### src/design/vqe_pkg.sv
`default_nettype none
// ----------------------------------------------------------------------------
// vqe_pkg
// Shared types and constants of the vector quantizer encoder.
// ----------------------------------------------------------------------------
package vqe_pkg;

  localparam int ELEM_BITS = 16;
  localparam int VEC_DIM   = 4;
  localparam int IDX_W     = 6;
  localparam int OP_W      = 2;
  localparam int CFG_W     = 7;
  localparam int DIM_W     = 3;
  localparam int LANE_W    = DIM_W + 1;
  localparam int SQ_W      = 2 * ELEM_BITS;
  localparam int DIST_W    = 2 * ELEM_BITS + $clog2(VEC_DIM);

  localparam logic [OP_W-1:0] OP_WRITE  = 2'd0;
  localparam logic [OP_W-1:0] OP_ENCODE = 2'd1;
  localparam logic [OP_W-1:0] OP_READ   = 2'd2;

  localparam logic CFG_IDX_COUNT = 1'b0;
  localparam logic CFG_IDX_DIMS  = 1'b1;

  localparam logic [CFG_W-1:0] COUNT_RESET = 7'd64;
  localparam logic [DIM_W-1:0] DIMS_RESET  = 3'd4;

  typedef logic [ELEM_BITS-1:0] elem_t;
  typedef elem_t [VEC_DIM-1:0]  vec_t;

  typedef enum logic [2:0] {
    ST_IDLE,
    ST_READ,
    ST_SCAN,
    ST_DRAIN,
    ST_DONE
  } ctl_state_t;

  typedef struct packed {
    logic latch;
    logic mem_wr;
    logic rd_idx;
    logic scan_rd;
    logic load_out;
  } ctl_cmd_t;

  typedef struct packed {
    logic scan_last;
    logic pipe_busy;
  } ctl_sts_t;

endpackage
`default_nettype wire

### src/design/vqe_ctrl.sv
`default_nettype none
// ----------------------------------------------------------------------------
// vqe_ctrl
// Sequencer: accepts a request, steps the codebook scan, hands off the result.
// ----------------------------------------------------------------------------
module vqe_ctrl
  import vqe_pkg::*;
(
  input  wire logic            clk,
  input  wire logic            rst_n,
  input  wire logic            in_valid,
  output logic                 in_ready,
  input  wire logic [OP_W-1:0] in_opcode,
  output logic                 out_valid,
  input  wire logic            out_ready,
  output ctl_cmd_t             cmd,
  input  wire ctl_sts_t        sts
);

  ctl_state_t state_r, state_nxt;
  logic       out_valid_r, out_valid_nxt;

  always_ff @(posedge clk) begin
    if (!rst_n) begin
      state_r     <= ST_IDLE;
      out_valid_r <= 1'b0;
    end else begin
      state_r     <= state_nxt;
      out_valid_r <= out_valid_nxt;
    end
  end

  always_comb begin
    state_nxt = state_r;
    cmd       = '0;
    in_ready  = 1'b0;
    unique case (state_r)
      ST_IDLE: begin
        in_ready = 1'b1;
        if (in_valid) begin
          cmd.latch = 1'b1;
          unique case (in_opcode)
            OP_WRITE: begin
              cmd.mem_wr = 1'b1;
              state_nxt  = ST_DONE;
            end
            OP_ENCODE: state_nxt = ST_SCAN;
            OP_READ:   state_nxt = ST_READ;
            default:   state_nxt = ST_DONE;
          endcase
        end
      end
      ST_READ: begin
        cmd.rd_idx = 1'b1;
        state_nxt  = ST_DONE;
      end
      ST_SCAN: begin
        cmd.scan_rd = 1'b1;
        if (sts.scan_last) state_nxt = ST_DRAIN;
      end
      ST_DRAIN: begin
        if (!sts.pipe_busy) state_nxt = ST_DONE;
      end
      ST_DONE: begin
        // output register free, or emptied this cycle
        if (!out_valid_r || out_ready) begin
          cmd.load_out = 1'b1;
          state_nxt    = ST_IDLE;
        end
      end
      default: state_nxt = ST_IDLE;
    endcase

    if (cmd.load_out)   out_valid_nxt = 1'b1;
    else if (out_ready) out_valid_nxt = 1'b0;
    else                out_valid_nxt = out_valid_r;
  end

  assign out_valid = out_valid_r;

endmodule
`default_nettype wire

### config.mk
export PLATFORM = sky130hd
export DESIGN_NAME = vqe_ctrl
export DESIGN_NICKNAME = d
export VERILOG_FILES = /design/src/design/vqe_pkg.sv /design/src/design/vqe_ctrl.sv
export SDC_FILE = /design/constraint.sdc
export NUM_CORES = 1
export LEC_CHECK = 0
export BUFFER_PORTS_ARGS = -buffer_cell sky130_fd_sc_hd__buf_2
export CORE_AREA = 2 2 39 41
export DETAILED_ROUTE_END_ITERATION = 6
export DIE_AREA = 0 0 41 43
export PLACE_DENSITY = 0.57
export SKIP_LAST_GASP = 1
export SLEW_MARGIN = 20
export SYNTH_ARGS = -nofsm -noshare
export SYNTH_HDL_FRONTEND = slang
export SYNTH_SLANG_ARGS = --single-unit
### constraint.sdc
create_clock -name clk -period 1 [get_ports clk]
set_input_delay 0.2 -clock clk [delete_from_list [all_inputs] [get_ports clk]]
set_output_delay 0.2 -clock clk [all_outputs]
set_load 0.02 [all_outputs]
==> flow_summary_export.csv <==
group,metric,value,unit
global_routing,grt_pass1_vias,315,
sta,finalMaxSlewViolations,0,
worst_setup_path,cp_data_required_time,0.80,ns
flow_run,maxCapViolations,0,
placement,place_area,469,um2
logic_synthesis,synth_top_area_share,27.2,%
routing,drt_first_pass_iters,2,
worst_setup_path,startpoint_type,"flip-flop",
die,core-area,1380,um2
logic_synthesis,synth_area_leaders,"dfxtp_1, ha_1, nor2b_1",
clock_network,cts_sinks,4,
routing,drt-initial-drc-count,1,
clock_network,postCtsHoldBufs,0,
die,die-area,1760,um2
clock_network,clock-root-buffer,"clkbuf_4",
worst_hold_path,hp-class,"in -> reg",
logic_synthesis,synth_cells,35,
sta,skew,0.00598,ns
logic_synthesis,ys_ff_latch,4,
global_routing,grt-ovfl-total,0,
worst_setup_path,cp_max_fo,4,
die,die_w,41,um
placement,portBuffers,14,
clock_network,cts-htree-levels,1,
logic_synthesis,syn_area_per_cell,8.40,um2
power,ir_worst_vdd,0.609,mV
sta,rsz0062_at_grt,"true",
logic_synthesis,synth_area_leader_cell,"dfxtp_1",
worst_setup_path,path_class,"reg -> out",
clock_network,numCtsBuffers,3,
placement,post-dp-hpwl,592,um
die,row_count,14,
power,powerDensity,1120,nW/um2
placement,gp_congestion,0.772,
logic_synthesis,ys_async_sr_fraction,0,%
routing,drc,0,
sta,fin_crit_sh,133,%
sta,worst_pin_slew,0.213,ns
sta,fmaxAchievable,750,MHz
worst_setup_path,end_kind,"primary output",
cells_and_area,layout.cells.non_filler,80,
logic_synthesis,synth_nets,46,
sta,relSlewSlack,85.8,%
logic_synthesis,ys_warn_count,0,
cells_and_area,drive_above_1_share,68.8,%
sta,hold_violations,0,
cells_and_area,diodes,0,
outcome,failed_checks,"setup timing",
clock_network,ctsLongestPathBuffers,2,
logic_synthesis,synth-main-ff-cell,"dfxtp_1",
sta,setup_viol,6,
clock_network,tritoncts,"done",
sta,setup_ws,-0.333,ns
logic_synthesis,synth_area,294,um2
routing,vias,345,
sta,period_minus_slack,1.33,ns
global_routing,grt_pass1_wl,1.14,mm
logic_synthesis,synth-edff-count,0,
die,die_h,43,um
routing,avgViaCountPerCell,4.31,
placement,place_ws,-0.124,ns
die,start_util,21.2,%
clock_network,clk_latency,0.23,ns
outcome,run_status,"complete, but fails checks",
power,p_leak,0.287,nW
routing,drtAntennaViolNets,0,
logic_synthesis,synth.distinct_cells,20,
die,pin_count,15,
worst_setup_path,cp.arrival,1.13,ns
placement,placed_cells,74,
routing,routedWlPerCell,8.65,um
global_routing,grt_max_degree,6,
global_routing,track_usage,9.14,%
sta,finalSetupTns,-1.79,ns
routing,finalWirelength,692,um
cells_and_area,area_delta_synth_final,97.4,%
logic_synthesis,synth_common_cells,"dfxtp_1, inv_1, ha_1, nor2b_1, nor3_1",
cells_and_area,fillers,146,
cells_and_area,fin_nets,76,
clock_network,path_clk_slew,0.04,ns
logic_synthesis,yosysSeqAreaShare,27.2,%
cells_and_area,design_area,581,um2
global_routing,grt_antenna_before_repair,0,
## stage by stage
step | utilization (%) | hold WS (ns) | power (mW)
6_report | 42.0 | 0.214 | 0.649
3_5_place_dp | 33.9 | 0.448 | 0.388
5_1_grt | 42.0 | 0.229 | 0.702
3_3_place_gp | 33.9 | 0.449 | 0.387
4_1_cts | 39.4 | 0.206 | 0.643
2_1_floorplan | - | 0.317 | 0.312
## final timing paths
path                             endpoint  startpoint  slack, ns  depth (start not counted)
worst min-delay path            out_valid       rst_n       0.21                          2
worst min register to register  out_valid   out_valid       0.65                          2
worst max register to register  out_valid  state_r[0]       0.03                          4
worst max-delay path               cmd[1]  state_r[2]      -0.33                          4
## cell families after synthesis
group,Yosys count,synth area share [%]
compound gates,8,20.4
fa+ha+maj,3,12.8
buf+inv,7,12.8
flops,4,27.2
simple gates,13,26.8
## placed cells by master (no fill, tap or decap), drive strengths merged, types with 2 or more instances in the layout
| cell | count |
|---|---|
| a21oi | 2 |
| buf | 27 |
| clkbuf | 4 |
| dfxtp | 4 |
| ha | 3 |
| inv | 5 |
| nand2 | 2 |
| nand2b | 2 |
| nor2b | 3 |
| nor3 | 3 |
## critical path, cell delays in order (launching register included)
cell	delay, ns
dfxtp_4	0.35
buf_4	0.14
buf_6	0.11
nor3_2	0.15
buf_4	0.16
## sequential cells by signal, summed over array words and instances (netlist names)
name / cells
out_valid: 1
state_r: 3
## final cells by class
class	count	area (um2)	area share (%)
well taps	16	20.0	3.45
inverters	5	21.3	3.66
multi-input cells	24	233	40.1
clock buffers	4	26.3	4.53
repair buffers	27	189	32.5
flip-flops and latches	4	91.3	15.7
## timing repair
item                       CTS  global route
pin swaps                    5             1
resized for setup           14             6
buffers inserted             2             1
setup endpoints to repair    8             8
## layer usage
layer,global-route usage (%),share of wire [%]
met5,0,0
met4,0,0
met1,10.9,47
met2,14.1,46
met3,6.28,7.2
## power by group
part / total [mW] / internal [mW] / switching [mW]
clock network: 0.216 / 0.150 / 0.0661
logic: 0.245 / 0.139 / 0.106
registers: 0.188 / 0.171 / 0.0171
total: 0.649 / 0.460 / 0.189
Note: power is estimated with default switching activity, not from simulation.
